--- config.mk ---
export PLATFORM = sky130hd
export DESIGN_NAME = qi_packet_biphase_serializer
export DESIGN_NICKNAME = d
export VERILOG_FILES = /design/src/hdl/qpbs_pkg.sv /design/src/hdl/qi_packet_biphase_serializer.sv /design/src/hdl/qpbs_ctrl.sv /design/src/hdl/qpbs_datapath.sv
export SDC_FILE = /design/constraint.sdc
export NUM_CORES = 1
export LEC_CHECK = 0
export BUFFER_PORTS_ARGS = -buffer_cell sky130_fd_sc_hd__buf_4
export CAP_MARGIN = 10
export CORE_MARGIN = 1.5
export CORE_UTILIZATION = 59
export DETAILED_ROUTE_END_ITERATION = 6
export MAX_ROUTING_LAYER = met4
export PLACE_DENSITY_LB_ADDON = 0.2
export SYNTH_ARGS = -nofsm -noshare
export SYNTH_HDL_FRONTEND = slang
export SYNTH_SLANG_ARGS = --single-unit
--- constraint.sdc ---
create_clock -name i_clk -period 4.1 [get_ports i_clk]
set_input_delay 0.205 -clock i_clk [delete_from_list [all_inputs] [get_ports i_clk]]
set_output_delay 0.205 -clock i_clk [all_outputs]
set_load 0.05 [all_outputs]
--- src/hdl/qpbs_pkg.sv ---
// Shared types, constants and functions of the Qi packet bi-phase serializer.
// Used by the controller, the datapath and the top level; no dependencies.
package qpbs_pkg;

    // One input item: a packet byte plus its framing marks.
    typedef struct packed {
        logic [7:0] data_byte;
        logic       first_byte;
        logic       last_byte;
        logic [4:0] pre_delay_ms;
        logic [4:0] preamble_count;
    } t_in_item;

    // One result item: eight half-bit line levels plus run marks.
    typedef struct packed {
        logic [7:0] spi_byte;
        logic       last_of_run;
        logic       message_end;
    } t_out_item;

    // Controller states.
    typedef enum logic [2:0] {
        ST_IDLE,
        ST_DISPATCH,
        ST_DELAY,
        ST_PRE,
        ST_DATA,
        ST_CHECK,
        ST_PAD,
        ST_FLUSH
    } t_state;

    // Source of the half-bit produced in a cycle.
    typedef enum logic [2:0] {
        SRC_NONE,
        SRC_DELAY,
        SRC_PRE,
        SRC_WORD,
        SRC_PAD
    } t_src;

    // Commands from the controller to the datapath.
    typedef struct packed {
        logic load;        // capture an accepted item
        logic load_word;   // load the 11-bit word shifter
        logic word_csum;   // word source: checksum instead of data byte
        t_src src;         // half-bit source this cycle
        logic flush;       // push the held byte as the final one of the run
    } t_cmd;

    // Status from the datapath to the controller.
    typedef struct packed {
        logic first;       // captured item is a header byte
        logic last;        // captured item closes the packet
        logic delay_zero;  // no pre-delay requested
        logic pre_zero;    // no preamble requested
        logic step;        // a half-bit can be taken this cycle
        logic seg_end;     // the current half-bit ends its segment
        logic end_ok;      // aligned with the line high: no padding needed
        logic can_push;    // the output register can take a byte
    } t_status;

    // Half-bits in one coded 11-bit word, minus one.
    localparam logic [6:0] WORD_LAST_HALF = 7'd21;
    localparam logic [2:0] FILL_TOP = 3'd7;

    // Frame a byte: start 0, data LSB first, odd parity, stop 1.
    // Bit 10 is sent first.
    function automatic logic [10:0] word_of(input logic [7:0] b);
        logic [7:0] rev;
        for (int i = 0; i < 8; i++) begin
            rev[7 - i] = b[i];
        end
        return {1'b0, rev, ~(^b), 1'b1};
    endfunction

endpackage

--- src/hdl/qi_packet_biphase_serializer.sv ---
// Top level of the Qi packet bi-phase serializer.
// Depends on qpbs_pkg, qpbs_ctrl and qpbs_datapath.
//
// Input channel: one packet byte per item with first/last marks and, on the
// header, the pre-delay and preamble lengths. Output channel: packed bytes of
// eight half-bit line levels, earliest half-bit in bit 7, for an SPI shifter.
// Both channels use valid/stall; an item moves when valid is high and stall
// is low.
// One item at a time: after acceptance the input stalls until the final output
// byte of that item has entered the output register. The half-bit packer makes
// one half-bit per cycle while no full byte waits on a stalled output. An item
// codes 22 half-bits, plus 4*pre_delay_ms + 2*preamble_count on a header and
// 22 + up to 8 when it closes a packet. Each item yields 2 to 30 output bytes.
// The newest completed byte is held back one step so it can carry the
// last_of_run and message_end marks. When the receiver stalls, packing stops at
// the next completed byte until the output register frees up; nothing is lost.
// Reset (synchronous, active low) empties both stages, sets the line level low,
// clears the checksum and starts packing at the most significant bit.
module qi_packet_biphase_serializer (
    input  logic                i_clk,
    input  logic                i_rst_n,
    input  logic                i_in_valid,
    output logic                o_in_stall,
    input  qpbs_pkg::t_in_item  i_in_data,
    output logic                o_out_valid,
    input  logic                i_out_stall,
    output qpbs_pkg::t_out_item o_out_data
);

    qpbs_pkg::t_cmd    w_cmd;
    qpbs_pkg::t_status w_status;

    // Sequencing of the delay, preamble, word, checksum and padding phases.
    qpbs_ctrl u_ctrl (
        .i_clk      (i_clk),
        .i_rst_n    (i_rst_n),
        .i_in_valid (i_in_valid),
        .i_status   (w_status),
        .o_cmd      (w_cmd),
        .o_in_stall (o_in_stall)
    );

    // Coding, packing and output register.
    qpbs_datapath u_datapath (
        .i_clk       (i_clk),
        .i_rst_n     (i_rst_n),
        .i_in_data   (i_in_data),
        .i_cmd       (w_cmd),
        .i_out_stall (i_out_stall),
        .o_status    (w_status),
        .o_out_valid (o_out_valid),
        .o_out_data  (o_out_data)
    );

endmodule

--- src/hdl/qpbs_ctrl.sv ---
// Sequencing controller of the Qi packet bi-phase serializer.
// Depends on qpbs_pkg; drives commands to qpbs_datapath.
module qpbs_ctrl (
    input  logic              i_clk,
    input  logic              i_rst_n,
    input  logic              i_in_valid,
    input  qpbs_pkg::t_status i_status,
    output qpbs_pkg::t_cmd    o_cmd,
    output logic              o_in_stall
);

    qpbs_pkg::t_state r_state;
    qpbs_pkg::t_state n_state;
    logic             w_seg_done;

    // A segment finishes when its final half-bit is taken.
    assign w_seg_done = i_status.step && i_status.seg_end;

    // State register.
    always_ff @(posedge i_clk) begin
        if (!i_rst_n) begin
            r_state <= qpbs_pkg::ST_IDLE;
        end else begin
            r_state <= n_state;
        end
    end

    // Next-state logic.
    always_comb begin
        n_state = r_state;
        unique case (r_state)
            qpbs_pkg::ST_IDLE: begin
                if (i_in_valid) n_state = qpbs_pkg::ST_DISPATCH;
            end
            qpbs_pkg::ST_DISPATCH: begin
                if (i_status.first && !i_status.delay_zero) begin
                    n_state = qpbs_pkg::ST_DELAY;
                end else if (i_status.first && !i_status.pre_zero) begin
                    n_state = qpbs_pkg::ST_PRE;
                end else begin
                    n_state = qpbs_pkg::ST_DATA;
                end
            end
            qpbs_pkg::ST_DELAY: begin
                if (w_seg_done) begin
                    n_state = i_status.pre_zero ? qpbs_pkg::ST_DATA : qpbs_pkg::ST_PRE;
                end
            end
            qpbs_pkg::ST_PRE: begin
                if (w_seg_done) n_state = qpbs_pkg::ST_DATA;
            end
            qpbs_pkg::ST_DATA: begin
                if (w_seg_done) begin
                    n_state = i_status.last ? qpbs_pkg::ST_CHECK : qpbs_pkg::ST_FLUSH;
                end
            end
            qpbs_pkg::ST_CHECK: begin
                if (w_seg_done) n_state = qpbs_pkg::ST_PAD;
            end
            qpbs_pkg::ST_PAD: begin
                if (i_status.end_ok || w_seg_done) n_state = qpbs_pkg::ST_FLUSH;
            end
            qpbs_pkg::ST_FLUSH: begin
                if (i_status.can_push) n_state = qpbs_pkg::ST_IDLE;
            end
        endcase
    end

    // Command outputs.
    always_comb begin
        o_cmd      = '0;
        o_cmd.src  = qpbs_pkg::SRC_NONE;
        o_in_stall = 1'b1;
        unique case (r_state)
            qpbs_pkg::ST_IDLE: begin
                o_in_stall = 1'b0;
                o_cmd.load = i_in_valid;
            end
            qpbs_pkg::ST_DISPATCH: begin
                o_cmd.load_word = 1'b1;
            end
            qpbs_pkg::ST_DELAY: begin
                o_cmd.src = qpbs_pkg::SRC_DELAY;
            end
            qpbs_pkg::ST_PRE: begin
                o_cmd.src = qpbs_pkg::SRC_PRE;
            end
            qpbs_pkg::ST_DATA: begin
                // The checksum word follows the data word without a gap.
                o_cmd.src       = qpbs_pkg::SRC_WORD;
                o_cmd.load_word = w_seg_done && i_status.last;
                o_cmd.word_csum = 1'b1;
            end
            qpbs_pkg::ST_CHECK: begin
                o_cmd.src = qpbs_pkg::SRC_WORD;
            end
            qpbs_pkg::ST_PAD: begin
                o_cmd.src = i_status.end_ok ? qpbs_pkg::SRC_NONE : qpbs_pkg::SRC_PAD;
            end
            qpbs_pkg::ST_FLUSH: begin
                o_cmd.flush = 1'b1;
            end
        endcase
    end

endmodule

--- src/hdl/qpbs_datapath.sv ---
// Datapath of the Qi packet bi-phase serializer: half-bit coder, byte packer,
// held byte and output register. Depends on qpbs_pkg; driven by qpbs_ctrl.
module qpbs_datapath (
    input  logic                i_clk,
    input  logic                i_rst_n,
    input  qpbs_pkg::t_in_item  i_in_data,
    input  qpbs_pkg::t_cmd      i_cmd,
    input  logic                i_out_stall,
    output qpbs_pkg::t_status   o_status,
    output logic                o_out_valid,
    output qpbs_pkg::t_out_item o_out_data
);

    // Captured item (payload, no reset).
    qpbs_pkg::t_in_item  r_item;
    // Coding state.
    logic [7:0]          r_partial, n_partial;
    logic [2:0]          r_fill, n_fill;
    logic                r_line, n_line;
    logic [7:0]          r_csum, n_csum;
    logic [6:0]          r_cnt, n_cnt;
    logic [10:0]         r_word, n_word;
    // Last completed byte, waiting to learn whether it ends the run.
    logic [7:0]          r_held, n_held;
    logic                r_held_v, n_held_v;
    // Output register.
    logic                r_out_v, n_out_v;
    qpbs_pkg::t_out_item r_out, n_out;

    logic w_hb;
    logic w_seg_end;
    logic w_can_push;
    logic w_step;
    logic w_emit;

    // A completed byte needs room only when an older one is still held.
    assign w_can_push = !r_out_v || !i_out_stall;
    assign w_step     = !((r_fill == 3'd0) && r_held_v && !w_can_push);
    assign w_emit     = (i_cmd.src != qpbs_pkg::SRC_NONE) && w_step;

    // Half-bit level and segment end for the active source.
    always_comb begin
        w_hb      = 1'b0;
        w_seg_end = 1'b0;
        case (i_cmd.src)
            qpbs_pkg::SRC_DELAY: begin
                // Four high half-bits per millisecond.
                w_hb      = 1'b1;
                w_seg_end = (r_cnt == ({r_item.pre_delay_ms, 2'b00} - 7'd1));
            end
            qpbs_pkg::SRC_PRE: begin
                w_hb      = ~r_cnt[0];
                w_seg_end = (r_cnt == ({1'b0, r_item.preamble_count, 1'b0} - 7'd1));
            end
            qpbs_pkg::SRC_WORD: begin
                // First half always flips; a one flips again at mid-bit.
                w_hb      = (r_cnt[0] && r_word[10]) ? r_line : ~r_line;
                w_seg_end = (r_cnt == qpbs_pkg::WORD_LAST_HALF);
            end
            qpbs_pkg::SRC_PAD: begin
                w_hb      = 1'b1;
                w_seg_end = (r_fill == 3'd0);
            end
            default: begin
                w_hb      = 1'b0;
                w_seg_end = 1'b0;
            end
        endcase
    end

    // Status toward the controller.
    always_comb begin
        o_status.first      = r_item.first_byte;
        o_status.last       = r_item.last_byte;
        o_status.delay_zero = (r_item.pre_delay_ms == 5'd0);
        o_status.pre_zero   = (r_item.preamble_count == 5'd0);
        o_status.step       = w_step;
        o_status.seg_end    = w_seg_end;
        o_status.end_ok     = (r_fill == qpbs_pkg::FILL_TOP) && r_line;
        o_status.can_push   = w_can_push;
    end

    // Next values of the coding state and the output side.
    always_comb begin
        n_partial = r_partial;
        n_fill    = r_fill;
        n_line    = r_line;
        n_csum    = r_csum;
        n_cnt     = r_cnt;
        n_word    = r_word;
        n_held    = r_held;
        n_held_v  = r_held_v;
        n_out_v   = r_out_v;
        n_out     = r_out;

        // A waiting byte leaves when the receiver does not stall.
        if (!i_out_stall) n_out_v = 1'b0;

        // A header restarts the checksum and the line level.
        if (i_cmd.load) begin
            if (i_in_data.first_byte) begin
                n_csum = i_in_data.data_byte;
                n_line = 1'b0;
            end else begin
                n_csum = r_csum ^ i_in_data.data_byte;
            end
        end

        if (w_emit) begin
            n_cnt = w_seg_end ? 7'd0 : r_cnt + 7'd1;
            // Word bit finished: shift, and a zero bit leaves the line flipped.
            if ((i_cmd.src == qpbs_pkg::SRC_WORD) && r_cnt[0]) begin
                n_word = {r_word[9:0], 1'b0};
                if (!r_word[10]) n_line = ~r_line;
            end
            // Pack the half-bit; a full byte moves to the hold stage.
            if (r_fill == 3'd0) begin
                if (r_held_v) begin
                    n_out_v             = 1'b1;
                    n_out.spi_byte      = r_held;
                    n_out.last_of_run   = 1'b0;
                    n_out.message_end   = 1'b0;
                end
                n_held    = r_partial | {7'd0, w_hb};
                n_held_v  = 1'b1;
                n_partial = 8'd0;
                n_fill    = qpbs_pkg::FILL_TOP;
            end else begin
                n_partial[r_fill] = w_hb;
                n_fill            = r_fill - 3'd1;
            end
        end

        if (i_cmd.load_word) begin
            n_word = qpbs_pkg::word_of(i_cmd.word_csum ? r_csum : r_item.data_byte);
        end

        // The held byte closes the run; a packet end leaves the line high.
        if (i_cmd.flush && w_can_push) begin
            n_out_v           = 1'b1;
            n_out.spi_byte    = r_held;
            n_out.last_of_run = 1'b1;
            n_out.message_end = r_item.last_byte;
            n_held_v          = 1'b0;
            if (r_item.last_byte) begin
                n_line = 1'b1;
                n_csum = 8'd0;
            end
        end
    end

    // Control and coding state registers.
    always_ff @(posedge i_clk) begin
        if (!i_rst_n) begin
            r_partial <= 8'd0;
            r_fill    <= qpbs_pkg::FILL_TOP;
            r_line    <= 1'b0;
            r_csum    <= 8'd0;
            r_cnt     <= 7'd0;
            r_held_v  <= 1'b0;
            r_out_v   <= 1'b0;
        end else begin
            r_partial <= n_partial;
            r_fill    <= n_fill;
            r_line    <= n_line;
            r_csum    <= n_csum;
            r_cnt     <= n_cnt;
            r_held_v  <= n_held_v;
            r_out_v   <= n_out_v;
        end
    end

    // Payload registers.
    always_ff @(posedge i_clk) begin
        if (i_cmd.load) r_item <= i_in_data;
        r_word <= n_word;
        r_held <= n_held;
        r_out  <= n_out;
    end

    assign o_out_valid = r_out_v;
    assign o_out_data  = r_out;

endmodule

Word level (Yosys, flattened, before mapping)
Cells that the tools add are included.
- output and inout bits: 12
- logic and storage cells: 145
- bits of input ports: 24
- register bits after elaboration: 81
- equality and inequality tests: 22
- multiplexer cells: 52
- add/sub/neg operators: 4
- reduce and logical (&&, ||, !) cells: 40
- bitwise operators: 6
- magnitude comparators: 2
- operators by type and width (cell ; count):
    $mux W10 ; 7
    $mux W8 ; 6
    $mux W3 ; 12
    $pmux W3 S8 ; 1
    $eq A3 B3 Y1 const B ; 6
    $mux W1 ; 18
    $eq A7 B7 Y1 ; 2
    $eq A3 B2 Y1 const B ; 4
    $logic_and A1 B1 Y1 ; 12
    $ne A2 B1 Y1 const B ; 6
    $pmux W3 S4 ; 1
    $logic_not A5 Y1 ; 2
    $reduce_bool A2 Y1 ; 5
    $bwmux W8 ; 1
    $or A8 B1 Y8 ; 1
    $reduce_xor A8 Y1 ; 1
    $xor A8 B8 Y8 ; 1
    $add A7 B1 Y7 const B ; 1
    $eq A7 B5 Y1 const B ; 1
    $mux W7 ; 1
    $reduce_and A7 Y1 ; 1
    $sub A6 B1 Y7 const B ; 1
    $sub A7 B1 Y7 const B ; 1
    $eq A3 B1 Y1 const B ; 2
    17 further kinds ; 32

Longest topological paths before layout
Gate-level depths: netlist (run 1).
- depth after elaboration: 11
- mapped depth: 10
- gate-level depth less buffers: 9

Modules after synthesis
A second synthesis (run 1) with hierarchy kept.
- cell total of the unflattened synthesis: 392
- area total of the unflattened synthesis: 4103.9 sq um
- by module, submodules not included (module ; area an instance (sq um) ; sequential area each (sq um) ; cells each ; times used):
    qpbs_datapath ; 3772.4 ; 2021.9 ; 350 ; 1
    qpbs_ctrl ; 331.6 ; 60.1 ; 42 ; 1

Worst setup path after synthesis (run 1)
No wires, ideal clock.
- path type: flip-flop to flip-flop
- from: register u_datapath.r_item[0] (netlist name)
- to: register u_datapath.r_word[1], enable pin
- slack: 1.157 ns
- stages on the path, launching flop included: 11
- clock period less this slack: 2.943 ns
- setup time: 0.387 ns
- arrival: 2.555 ns
- path buffers: 1
- data required time: 3.713 ns
- cell sequence: edfxtp_1 > inv_1 > ha_1 > and4b_1 > a31oi_1 > and3_1 > o221ai_2 > nor3_2 > a21oi_2 > buf_6 > o21ai_0
- word-level cells in the longest chain between the ends: 8
- elaborated cells on any way between the ends: 9
- those cells by class: add/sub (1); eq/ne (1); mux (2); reduce/logical (5)
- ends and longest elaborated chain (element ; RTL line ; RTL):
    start, declared ; qpbs_datapath.sv:15 ; qpbs_pkg::t_in_item r_item;
    start signal, assigned ; qpbs_datapath.sv:175 ; if (i_cmd.load) r_item <= i_in_data;
    $sub A6 B1 Y7 (*) ; qpbs_datapath.sv:53 ; w_seg_end = (r_cnt == ({1'b0, r_item.preamble_count, 1'b0} - 7'd1));
    $eq A7 B7 Y1 (*) ; qpbs_datapath.sv:53 ;
    $pmux W1 S4 (*) ; qpbs_datapath.sv:45 ; case (i_cmd.src)
    $logic_and A1 B1 Y1 (*) ; qpbs_ctrl.sv:17 ; assign w_seg_done = i_status.step && i_status.seg_end;
    $logic_and A1 B1 Y1 (*) ; qpbs_ctrl.sv:91 ; o_cmd.load_word = w_seg_done && i_status.last;
    $pmux W1 S2 (*) ; qpbs_ctrl.sv:74 ; unique case (r_state)
    $reduce_bool A2 Y1 (no source line) ; n/a ;
    $reduce_and A2 Y1 (no source line) (*) ; n/a ;
    end signal, assigned ; qpbs_datapath.sv:176 ; r_word <= n_word;
    end, declared ; qpbs_datapath.sv:22 ; logic [10:0] r_word, n_word;
Every way passes the cells marked *; elsewhere a longest branch is shown, timed or not.
A chain may end at the register's enable or synchronous reset.

Worst setup path after layout (run 1)
- from: register u_ctrl.r_state[1]
- to: register u_datapath.r_word[8], enable pin
- word-level cells in the longest chain between the ends: 10
- elaborated cells on any way between the ends: 22
- those cells by class: eq/ne (10); mux (3); reduce/logical (9)
- ends and longest elaborated chain (element ; RTL line ; RTL):
    start, declared ; qpbs_ctrl.sv:12 ; qpbs_pkg::t_state r_state;
    start signal, assigned ; qpbs_ctrl.sv:22 ; r_state <= qpbs_pkg::ST_IDLE;
    start signal, assigned ; qpbs_ctrl.sv:24 ; r_state <= n_state;
    $eq A3 B3 Y1 ; qpbs_ctrl.sv:74 ;
    $reduce_or A2 Y1 (no source line) ; n/a ;
    $pmux W3 S4 ; qpbs_ctrl.sv:74 ;
    $eq A3 B3 Y1, or another cell as far along ; qpbs_datapath.sv:45 ;
    $pmux W1 S4 ; qpbs_datapath.sv:45 ;
    $logic_and A1 B1 Y1 ; qpbs_ctrl.sv:17 ;
    $logic_and A1 B1 Y1 ; qpbs_ctrl.sv:91 ;
    $pmux W1 S2 ; qpbs_ctrl.sv:74 ;
    $reduce_bool A2 Y1 (no source line) ; n/a ;
    $reduce_and A2 Y1 (no source line) (*) ; n/a ;
Marked as above.

==> summary.md, run 1 <==
| Metric | Value |
|---|---|
| Status | `complete, no violations` |
| Largest net degree at the start of global routing | `23` |
| Die width | `86.5 um` |
| Synthesis-to-finish area growth | `13.1%` |
| Die H | `86.5 um` |
| Worst-Skew Late Latency | `370 ps` |
| Cell chain of the critical path | `inv_1 > nand2_1 > o211ai_1 > xnor2_2 > nor3_2 > a21oi_2 > o21ai_0` |
| Hold buffer count at cts | `0` |
| CP bufs+invs | `1` |
| Sequential share of power | `43.7%` |
| RSZ-0062 raised after global routing | `false` |
| Worst hold start | `i_in_data[9]` |
| Pre-CTS WS | `588 ps` |
| Post-synth top flop | `edfxtp_1` |
| Slew headroom | `17.7%` |
| Peak supply drop | `358 uV` |
| Internal power | `1770 uW` |
| CTS Buffer Depth | `2` |
| Starting Density | `60.9%` |
| Period minus WS final | `3540 ps` |
| Gp weighted congestion | `0.999` |
| Initial DRC count | `201` |
| Grt total ovfl | `0` |
| Slew Viols, Final | `0` |
| Synth cell types | `58` |
| Commonest non-fill, non-tap cell in the layout | `nand2_1` |
| CTS Buf Count | `9` |
| Crit path from | `u_ctrl.r_state[1]$_SDFFE_PN0P_` |
| Hpwl dp | `5800 um` |
| CP delay by family, top | `compound AO/OA/AOI/OAI gates` |
| CP Capture Type | `register` |
| Post-synthesis sequential area ratio | `50.6%` |
| Final worst path period share | `86.4%` |
| Slowest cell on crit path | `o21ai_0` |
| Most frequent cells in the layout | `55 x nand2_1, 46 x edfxtp_1, 37 x buf_4` |
| Post-route design area | `0.00465 mm^2` |
| Critical path class | `reg -> reg` |
| Worst Hold Class | `in -> reg` |
| PD cells | `605 mW/mm^2` |
| DRC errors left | `0` |
| Die ar. | `0.00748 mm^2` |
| Worst EP required | `4090 ps` |
| Storage cell area | `0.00208 mm^2` |
| Net Count, Synth | `436` |
| Post-route ant nets | `0` |
| Share of layout cells above drive strength 1 | `16.9%` |
| Max Clk Rate | `282 MHz` |
| Vias in the first global route | `2859` |
| Final clock skew | `9.72 ps` |
| Syn. warnings | `0` |
| Switching share of total power | `37.2%` |
| Total GRT Usage | `24.2%` |
| Fin util | `68.9%` |
| Syn Area/Cell | `10.2 um^2` |
| # clock sinks | `81` |
| Total chip power | `2810 uW` |
| Final Hold Vio Count | `0` |
| Cell count after synthesis | `404` |
| Fraction of registers with async set/reset | `0%` |
| Global-route wire length before repair | `13500 um` |
| Worst setup SP type | `register` |
| Placed Area | `0.00440 mm^2` |
| CTS resizes | `0` |
| Area of the multi-input gates | `0.00189 mm^2` |
| R2R Path Start | `u_ctrl.r_state[1]$_SDFFE_PN0P_` |
| I/O pins | `36` |
| NetSw | `1050 uW` |
| # rows | `30` |
| Post-route setup slack | `557 ps` |
| EDFF count, synth | `46` |
| Per-cell routed wire length | `15.5 um` |
| Via count | `3127` |
| Max Cap Viol | `0` |
| Port Buffers | `35` |
| Worst slew pin tran | `1220 ps` |
| Nets | `470` |
| Yosys reg bits | `81` |
| Initial antenna violation count | `0` |
| DR vias/cell | `5.98` |
| Leakage | `0.00177 uW` |
| Placeable Area | `0.00676 mm^2` |
| Crit path max fanout | `22` |
| H-tree Lvls | `3` |
| Fillers | `514` |
| Post-CTS setup repair buffer count | `0` |
| Combinational power share | `34.5%` |
| Power share of the clock group | `21.9%` |
| CP max stage delay | `1010 ps` |
| Root Driver | `clkbuf_8` |
| TritonCTS clock tree | `done` |
| # diodes | `0` |
| CP arrival | `3530 ps` |
| Clk slew on worst S/H paths | `90 ps` |
| Total Routed Length | `8130 um` |
| Post-Syn Area | `0.00411 mm^2` |
| Final setup viols | `0` |
| Sum Neg Setup Slack | `0 ps` |
| DR pass1 iterations | `4` |
-- synth_stat cells, drive strengths merged, types with 2 or more instances --
cell    count  share of area, %
nand2      55               5.0
edfxtp     46                34
dfxtp      35                17
o21ai      29               3.8
xnor2      21               4.7
nor2       19               1.7
a21oi      16               2.1
inv        14               1.3
nand3      12               1.5
and2       11               1.7
clkbuf     10              0.91
mux2i      10               2.4
a22oi       9               1.6
buf         8               1.2
ha          8               2.4
mux2        8               2.2
xor2        8               1.7
o211ai      7               1.3
nand2b      6              0.91
nor3        6              0.85
a31oi       5              0.76
o22ai       5              0.76
or2         5              0.82
or3         5              0.76
and3        4              0.61
nand4       4              0.61
nor2b       4              0.61
a211oi      3              0.55
nor3b       3              0.55
o221ai      3              0.79
nand3b      2              0.36
nand4b      2              0.43
o21a        2              0.36
o221a       2              0.55
o31ai       2              0.36
o32ai       2              0.43
or4         2              0.46
-- worst register-to-register path: cells and delay by family (launching register included) --
kind,cells,cell delay (ps)
XOR/XNOR,1,200
AO/OA/AOI/OAI,3,1420
AND/OR/NAND/NOR,2,420
buffers and inverters,1,370
flip-flops,1,760
-- worst paths after layout --
kind,to,slack [ps],cells past startpoint
min reg2reg,u_datapath.r_held[4]$_DFFE_PP_,430,0
max,u_datapath.r_word[8]$_DFFE_PP_,560,7
min,u_datapath.r_item[9]$_DFFE_PP_,20,1
max reg2reg,u_datapath.r_word[8]$_DFFE_PP_,560,7
-- sequential cells by signal, indices dropped and copies added, names as in the netlist, 3 cells and up --
signal,flops
u_ctrl.r_state,3
u_datapath.r_word,11
u_datapath.r_item,18
u_datapath.r_csum,8
u_datapath.r_cnt,7
u_datapath.r_partial,8
u_datapath.o_out_data,10
u_datapath.r_fill,3
u_datapath.r_held,8
-- layer usage --
layer / part of all wire [%] / global-route usage, % / vias up
met1: 46 / 31.2 / 1484
met4: 1.1 / 9.09 / 0
li1: - / - / 1540
met2: 48 / 37.2 / 93
met5: 0 / - / -
met3: 5.0 / 5.90 / 10
-- layout make-up --
cell class	instances	area share, %
inverters	15	1.21
clock inverters	7	1.86
clock buffers	9	2.66
multi-input cells	290	40.5
well taps	80	2.15
flip-flops and latches	81	44.8
repair buffers	41	6.83
-- cell families (layout without fill, tap and decap cells) --
| logic type | count (synthesis) | count (layout) | synth area share [%] |
|---|---|---|---|
| DFF | 81 | 81 | 50.6 |
| AOI/OAI and AO/OA | 90 | 90 | 14.5 |
| muxes | 18 | 18 | 4.62 |
| adders and majority gates | 8 | 8 | 2.43 |
| and+or+nand+nor | 145 | 145 | 18.0 |
| xor gates and xnor gates | 29 | 29 | 6.36 |
| buffers and inverters | 33 | 72 | 3.53 |
-- stage by stage --
step                      std cells  hold WS (ps)
after floorplan                 404           304
after global placement          503           383
after detailed placement        503           384
after CTS                       519          9.67
after global routing            523         0.693
final                           523          16.2
-- power groups by stage --
stage | registers (uW) | logic [uW] | clock network [uW]
2_1_floorplan | 1170 | 825 | 0
3_3_place_gp | 1230 | 931 | 0
3_5_place_dp | 1240 | 956 | 0
4_1_cts | 1230 | 964 | 621
5_1_grt | 1260 | 1080 | 660
6_report | 1230 | 970 | 615
Power figures use the tool's default switching activity.
==> inputs of run 2 (changes only) <==
--- a/config.mk
+++ b/config.mk
@@ -5,11 +5,11 @@
 export SDC_FILE = /design/constraint.sdc
 export NUM_CORES = 1
 export LEC_CHECK = 0
-export BUFFER_PORTS_ARGS = -buffer_cell sky130_fd_sc_hd__buf_4
 export CAP_MARGIN = 10
 export CORE_MARGIN = 1.5
-export CORE_UTILIZATION = 59
+export CORE_UTILIZATION = 60
 export DETAILED_ROUTE_END_ITERATION = 6
+export DONT_BUFFER_PORTS = 1
 export MAX_ROUTING_LAYER = met4
 export PLACE_DENSITY_LB_ADDON = 0.2
 export SYNTH_ARGS = -nofsm -noshare
==> run 2 against run 1 <==
Against the previous run:
- routed wire length is 1.4% lower
- sequential power about the same
- sequential cell count unchanged
- power shrank 4.1%
- highest routed layer unchanged
- largest power group unchanged
==> summary.md, run 2 (synthesized netlist as in run 1, its figures left out) <==
| Metric | Value |
|---|---|
| Status | `complete, no violations` |
| Crit path to | `u_datapath.r_word[2]$_DFFE_PP_` |
| Post-CTS setup repair buffer count | `0 (unchanged)` |
| CTS Buffer Depth | `2 (unchanged)` |
| Pre-CTS WS | `606 ps (+18.5 ps)` |
| Largest net degree at the start of global routing | `30 (+30%)` |
| Stages on worst setup path | `7 (unchanged)` |
| Root Driver | `clkbuf_8` |
| Critical path class | `reg -> reg` |
| Fin util | `69.7% (+0.81 points)` |
| Per-cell routed wire length | `16.0 um (+2.7%)` |
| Gp weighted congestion | `0.915 (-8.5%)` |
| Max Clk Rate | `289 MHz (+2.4%)` |
| Total Routed Length | `8020 um (-1.4%)` |
| Total GRT Usage | `24.3% (+0.061 points)` |
| Hpwl dp | `5470 um (-5.7%)` |
| CTS Buf Count | `9 (unchanged)` |
| DR vias/cell | `6.10 (+2.1%)` |
| H-tree Lvls | `3 (unchanged)` |
| Post-route ant nets | `0 (unchanged)` |
| Sequential share of power | `45.7% (+2.0 points)` |
| PD cells | `596 mW/mm^2 (-1.4%)` |
| Die H | `85.8 um (-0.81%)` |
| CP max stage delay | `970 ps (-40 ps)` |
| Worst setup SP type | `register` |
| CP delay by family, top | `compound AO/OA/AOI/OAI gates` |
| Period minus WS final | `3460 ps (-82.4 ps)` |
| Final cell count without fillers | `502 (-4.0%)` |
| Grt total ovfl | `0 (unchanged)` |
| Slew Viols, Final | `0 (unchanged)` |
| Nets | `452 (-3.8%)` |
| CTS resizes | `0 (unchanged)` |
| Cells after DPL | `465 (-7.6%)` |
| Post-route setup slack | `639 ps (+82.4 ps)` |
| Port Buffers | `0 (-100%)` |
| DRC errors left | `0 (unchanged)` |
| Hold buffer count at cts | `21 (+21)` |
| Final setup viols | `0 (unchanged)` |
| Most frequent cells in the layout | `55 x nand2_1, 46 x edfxtp_1, 35 x dfxtp_1` |
| Hold path cells | `2 (+1)` |
| Worst Hold Class | `in -> reg` |
| Initial antenna violation count | `0 (unchanged)` |
| Slowest cell on crit path | `o21ai_0` |
| Final clock skew | `10.6 ps (+0.891 ps)` |
| Final worst path period share | `84.4% (-2.0 points)` |
| Post-route design area | `0.00452 mm^2 (-2.7%)` |
| NetSw | `1020 uW (-3.0%)` |
| Max Cap Viol | `0 (unchanged)` |
| Reg with most FFs | `u_datapath.r_item` |
| Crit path from | `u_ctrl.r_state[1]$_SDFFE_PN0P_` |
| Critical R2R Capture | `u_datapath.r_word[2]$_DFFE_PP_` |
| CP arrival | `3440 ps (-90 ps)` |
| R2R Path Start | `u_ctrl.r_state[1]$_SDFFE_PN0P_` |
| RSZ-0062 raised after global routing | `false` |
| Die ar. | `0.00736 mm^2 (-1.6%)` |
| Combinational power share | `34.7% (+0.2 points)` |
| Worst-Skew Late Latency | `360 ps (about the same)` |
| Vias in the first global route | `2782 (-2.7%)` |
| TritonCTS clock tree | `done` |
| DR pass1 iterations | `5 (+1)` |
| FF-to-FF path depth | `7 (unchanged)` |
| Worst slew pin tran | `1180 ps (-42.0 ps)` |
| Peak supply drop | `418 uV (+17%)` |
| Initial DRC count | `163 (-19%)` |
| Placeable Area | `0.00649 mm^2 (-3.9%)` |
| Power share of the clock group | `19.7% (-2.2 points)` |
| Starting Density | `63.3% (+2.5 points)` |
| # rows | `29 (-3.3%)` |
| Switching share of total power | `37.6% (+0.43 points)` |
| Cell chain of the critical path | `inv_1 > nand2_1 > o211ai_1 > xnor2_2 > nor3_2 > a21oi_2 > o21ai_0` |
| Max FFs per register | `18 (unchanged)` |
| Share of layout cells above drive strength 1 | `9.18% (-7.8 points)` |
| Die width | `85.8 um (-0.81%)` |
| # clock sinks | `81 (unchanged)` |
| R2R setup slack | `640 ps (+80 ps)` |
| Via count | `3063 (-2.0%)` |
| Internal power | `1680 uW (-4.8%)` |
| Synthesis-to-finish area growth | `10.0%` |
| Placed Area | `0.00414 mm^2 (-6.1%)` |
| CP Capture Type | `register` |
| # diodes | `0 (unchanged)` |
| Leakage | `0.00165 uW (-6.9%)` |
| Worst EP required | `4080 ps (about the same)` |
| Sum Neg Setup Slack | `0 ps (unchanged)` |
| Final Hold Vio Count | `0 (unchanged)` |
| Crit path max fanout | `22 (unchanged)` |
| Clk slew on worst S/H paths | `90 ps (about the same)` |
| Fillers | `461 (-10%)` |
| I/O pins | `36 (unchanged)` |
| CP bufs+invs | `1 (unchanged)` |
| Global-route wire length before repair | `13400 um (-0.82%)` |
| Commonest non-fill, non-tap cell in the layout | `nand2_1` |
| Slew headroom | `20.5% (+2.8 points)` |
run 2: metal layers:
metal | vias up | part of all wire [%] | GRT usage [%]
li1 | 1493 | - | -
met1 | 1441 | 46 | 32.2
met2 | 114 | 46 | 37.3
met3 | 15 | 5.6 | 5.29
met4 | 0 | 1.7 | 8.06
met5 | - | 0 | -
run 2: power by group through the flow:
stage | Clock (uW) | Combinational (uW) | Sequential (uW)
floorplan | 0 | 825 | 1170
global placement | 0 | 882 | 1240
detailed placement | 0 | 905 | 1250
CTS | 536 | 927 | 1230
global route | 573 | 1030 | 1260
finish | 531 | 935 | 1230
run 2: how the worst min path moves through the flow:
stage	end	slack, ps	start
4_1_cts	u_datapath.r_csum[2]$_SDFF_PN0_	5	i_in_data[14]
3_5_place_dp	u_datapath.r_fill[0]$_SDFFE_PN1P_	290	i_rst_n
3_3_place_gp	u_datapath.r_fill[2]$_SDFFE_PN1P_	280	i_rst_n
5_1_grt	u_datapath.r_csum[1]$_SDFF_PN0_	4	i_in_data[13]
2_1_floorplan	u_datapath.o_status[6]$_DFFE_PP_	300	i_in_data[10]
6_report	u_datapath.r_csum[2]$_SDFF_PN0_	5	i_in_data[14]
run 2: worst reg2reg max path: cells and delay by family (launching register included):
family                 cells  cell delay (ps)
AO/OA/AOI/OAI              3             1370
AND/OR/NAND/NOR            2              420
flip-flops                 1              750
buffers and inverters      1              350
XOR/XNOR                   1              200
run 2: final cells by class:
| class | count | area [um^2] | area share [%] |
|---|---|---|---|
| Sequential cell | 81 | 2080 | 46.0 |
| Inverter | 15 | 56.3 | 1.24 |
| Multi-Input combinational cell | 290 | 1890 | 41.7 |
| Tap cell | 77 | 96.3 | 2.13 |
| Clock inverter | 7 | 55.1 | 1.22 |
| Timing Repair Buffer | 23 | 225 | 4.98 |
| Clock buffer | 9 | 124 | 2.74 |
run 2: through the flow:
stage | total power (uW) | hold WS [ps]
floorplan | 1990 | 304
global placement | 2120 | 281
detailed placement | 2150 | 285
CTS | 2690 | 5.35
global route | 2870 | 4.10
finish | 2700 | 5.39
==> inputs of run 3 (changes only) <==
==> constraint.sdc (replaced) <==
create_clock -name i_clk -period 3.2 [get_ports i_clk]
set_input_delay 0.16 -clock i_clk [delete_from_list [all_inputs] [get_ports i_clk]]
set_output_delay 0.16 -clock i_clk [all_outputs]
set_load 0.05 [all_outputs]
==> run 3 against run 2 <==
Against the previous run:
- utilization up 1.1 points
- final cell count increased by 1.0%
- global-route usage rose by 2.0 points
- first-iteration DRC count up 36%
- routed wire length increased by 5.5%
- worst setup slack worse by 190 ps
- hold slack gained 13 ps
- sequential power is 28% higher
- count of clock-buffer cells in the layout rose by 2
- die area did not move
- design area rose by 1.6%
==> summary.md, run 3 (synthesized netlist as in run 1, its figures left out) <==
| Metric | Value |
|---|---|
| Die ar. | `0.00736 mm^2 (unchanged)` |
| Post-route setup slack | `446 ps (-193 ps)` |
| Worst slew pin tran | `533 ps (-647 ps)` |
| Hpwl dp | `5790 um (+5.8%)` |
| Port Buffers | `0 (unchanged)` |
| Final setup viols | `0 (unchanged)` |
| Critical path class | `reg -> reg` |
| Reg with most FFs | `u_datapath.r_item` |
| DRC errors left | `0 (unchanged)` |
| I/O pins | `36 (unchanged)` |
| PD cells | `792 mW/mm^2 (+33%)` |
| # diodes | `0 (unchanged)` |
| Die width | `85.8 um (unchanged)` |
| Worst Hold Class | `in -> reg` |
| Sum Neg Setup Slack | `0 ps (unchanged)` |
| CTS Buf Count | `9 (unchanged)` |
| Worst setup SP type | `register` |
| # rows | `29 (unchanged)` |
| Via count | `3093 (+0.98%)` |
| Worst EP required | `3190 ps (-890 ps)` |
| Global-route wire length before repair | `14200 um (+6.5%)` |
| Root Driver | `clkbuf_8` |
| Status | `complete, no violations` |
| Initial DRC count | `222 (+36%)` |
| Vias in the first global route | `2962 (+6.5%)` |
| Worst-Skew Late Latency | `370 ps (about the same)` |
| Cells after DPL | `470 (+1.1%)` |
| Starting Density | `63.3% (unchanged)` |
| Nets | `457 (+1.1%)` |
| CP Capture Type | `register` |
| Final cell count without fillers | `507 (+1.0%)` |
| Commonest non-fill, non-tap cell in the layout | `nand2_1` |
| Post-route ant nets | `0 (unchanged)` |
| Max Clk Rate | `363 MHz (+26%)` |
| Post-CTS setup repair buffer count | `0 (unchanged)` |
| Share of layout cells above drive strength 1 | `10.0% (+0.82 points)` |
| Max Cap Viol | `0 (unchanged)` |
| Pre-CTS WS | `501 ps (-105 ps)` |
| R2R setup slack | `450 ps (-190 ps)` |
| Total chip power | `3640 uW (+35%)` |
| Max FFs per register | `18 (unchanged)` |
| Synthesis-to-finish area growth | `11.7%` |
| Die H | `85.8 um (unchanged)` |
| Most frequent cells in the layout | `55 x nand2_1, 46 x edfxtp_1, 35 x dfxtp_1` |
| Fillers | `465 (+0.87%)` |
| Crit path max fanout | `17 (-23%)` |
| Total Routed Length | `8450 um (+5.5%)` |
| Peak supply drop | `561 uV (+34%)` |
| Placeable Area | `0.00649 mm^2 (unchanged)` |
| H-tree Lvls | `3 (unchanged)` |
| CTS Buffer Depth | `2 (unchanged)` |
| TritonCTS clock tree | `done` |
| Largest net degree at the start of global routing | `20 (-33%)` |
| Slew Viols, Final | `0 (unchanged)` |
| Initial antenna violation count | `0 (unchanged)` |
| Leakage | `0.00169 uW (+2.9%)` |
| CP arrival | `2750 ps (-690 ps)` |
| # clock sinks | `81 (unchanged)` |
| Clk slew on worst S/H paths | `80 ps (about the same)` |
| Final clock skew | `15.0 ps (+4.41 ps)` |
| Final worst path period share | `86.1% (+1.7 points)` |
| Grt total ovfl | `0 (unchanged)` |
| DR vias/cell | `6.10 (about the same)` |
| Period minus WS final | `2750 ps (-707 ps)` |
| Gp weighted congestion | `0.906 (-0.91%)` |
| CTS resizes | `0 (unchanged)` |
| RSZ-0062 raised after global routing | `false` |
| Per-cell routed wire length | `16.7 um (+4.4%)` |
| Final Hold Vio Count | `0 (unchanged)` |
| Slew headroom | `64.4% (+44 points)` |
| DR pass1 iterations | `5 (unchanged)` |
| Total GRT Usage | `26.3% (+2.0 points)` |
-- run 3: cell count changes in the layout (fill, tap and decap cells not counted) --
cell	delta
clkinvlp_4	-2
buf_4	+5
bufinv_16	+2
clkinv_1	-1
inv_8	-1
clkinv_2	+1
inv_6	-1
clkbuf_1	+2
-- run 3: path summary, 6_finish.rpt --
path	startpoint	to	cells past startpoint
setup reg to reg	u_datapath.r_fill[0]$_SDFFE_PN1P_	u_datapath.o_out_data[0]$_DFFE_PP_	8
hold reg to reg	u_datapath.r_partial[3]$_SDFFE_PN0P_	u_datapath.r_held[3]$_DFFE_PP_	0
hold / removal	i_out_stall	u_datapath.o_out_valid$_SDFF_PN0_	2
setup / recovery	u_datapath.r_fill[0]$_SDFFE_PN1P_	u_datapath.o_out_data[0]$_DFFE_PP_	8
-- run 3: repair_timing --
item / CTS / global route
endpoints found under the setup margin: 0 / 0
hold buffers: 21 / 0
endpoints found under the hold margin: 37 / 0
-- run 3: area by class of cell --
class	instances	area [um^2]	area share, %
inverters	15	56.3	1.23
clock buffers	11	131	2.86
multi-input cells	290	1890	41.0
well taps	77	96.3	2.10
clock inverters	5	81.3	1.77
repair buffers	28	263	5.72
flip-flops and latches	81	2080	45.3
-- run 3: worst max-delay path, cell delays in order, from the launching register on --
cell and delay, ps:
dfxtp_1 460, inv_1 130, ha_1 250, nor2b_1 190, nand4_1 120, buf_4 180
and2_1 440, nand3_1 200, nand2b_1 430
-- run 3: routing by layer --
layer / wire [um] / GRT usage (%) / vias to the layer above
li1: - / - / 1501
met1: 3730 / 31.9 / 1454
met2: 4070 / 41.4 / 115
met3: 400 / 6.06 / 23
met4: 260 / 13.0 / 0
met5: 0 / - / -
-- run 3: power breakdown --
group / leakage [uW] / internal (uW) / switching, uW / total [uW]
Clock: 0.000104 / 440 / 363 / 803
Sequential: 0.000735 / 1350 / 220 / 1570
Combinational: 0.000854 / 548 / 714 / 1260
-- run 3: stage by stage --
stage | hold slack (ps) | utilization [%] | area, um^2
after floorplan | 259 | - | 4110
after CTS | 7.98 | 70.8 | 4600
after global placement | 239 | 64.2 | 4170
after detailed placement | 246 | 64.2 | 4170
after global routing | 8.59 | 70.8 | 4600
final | 18.1 | 70.8 | 4600
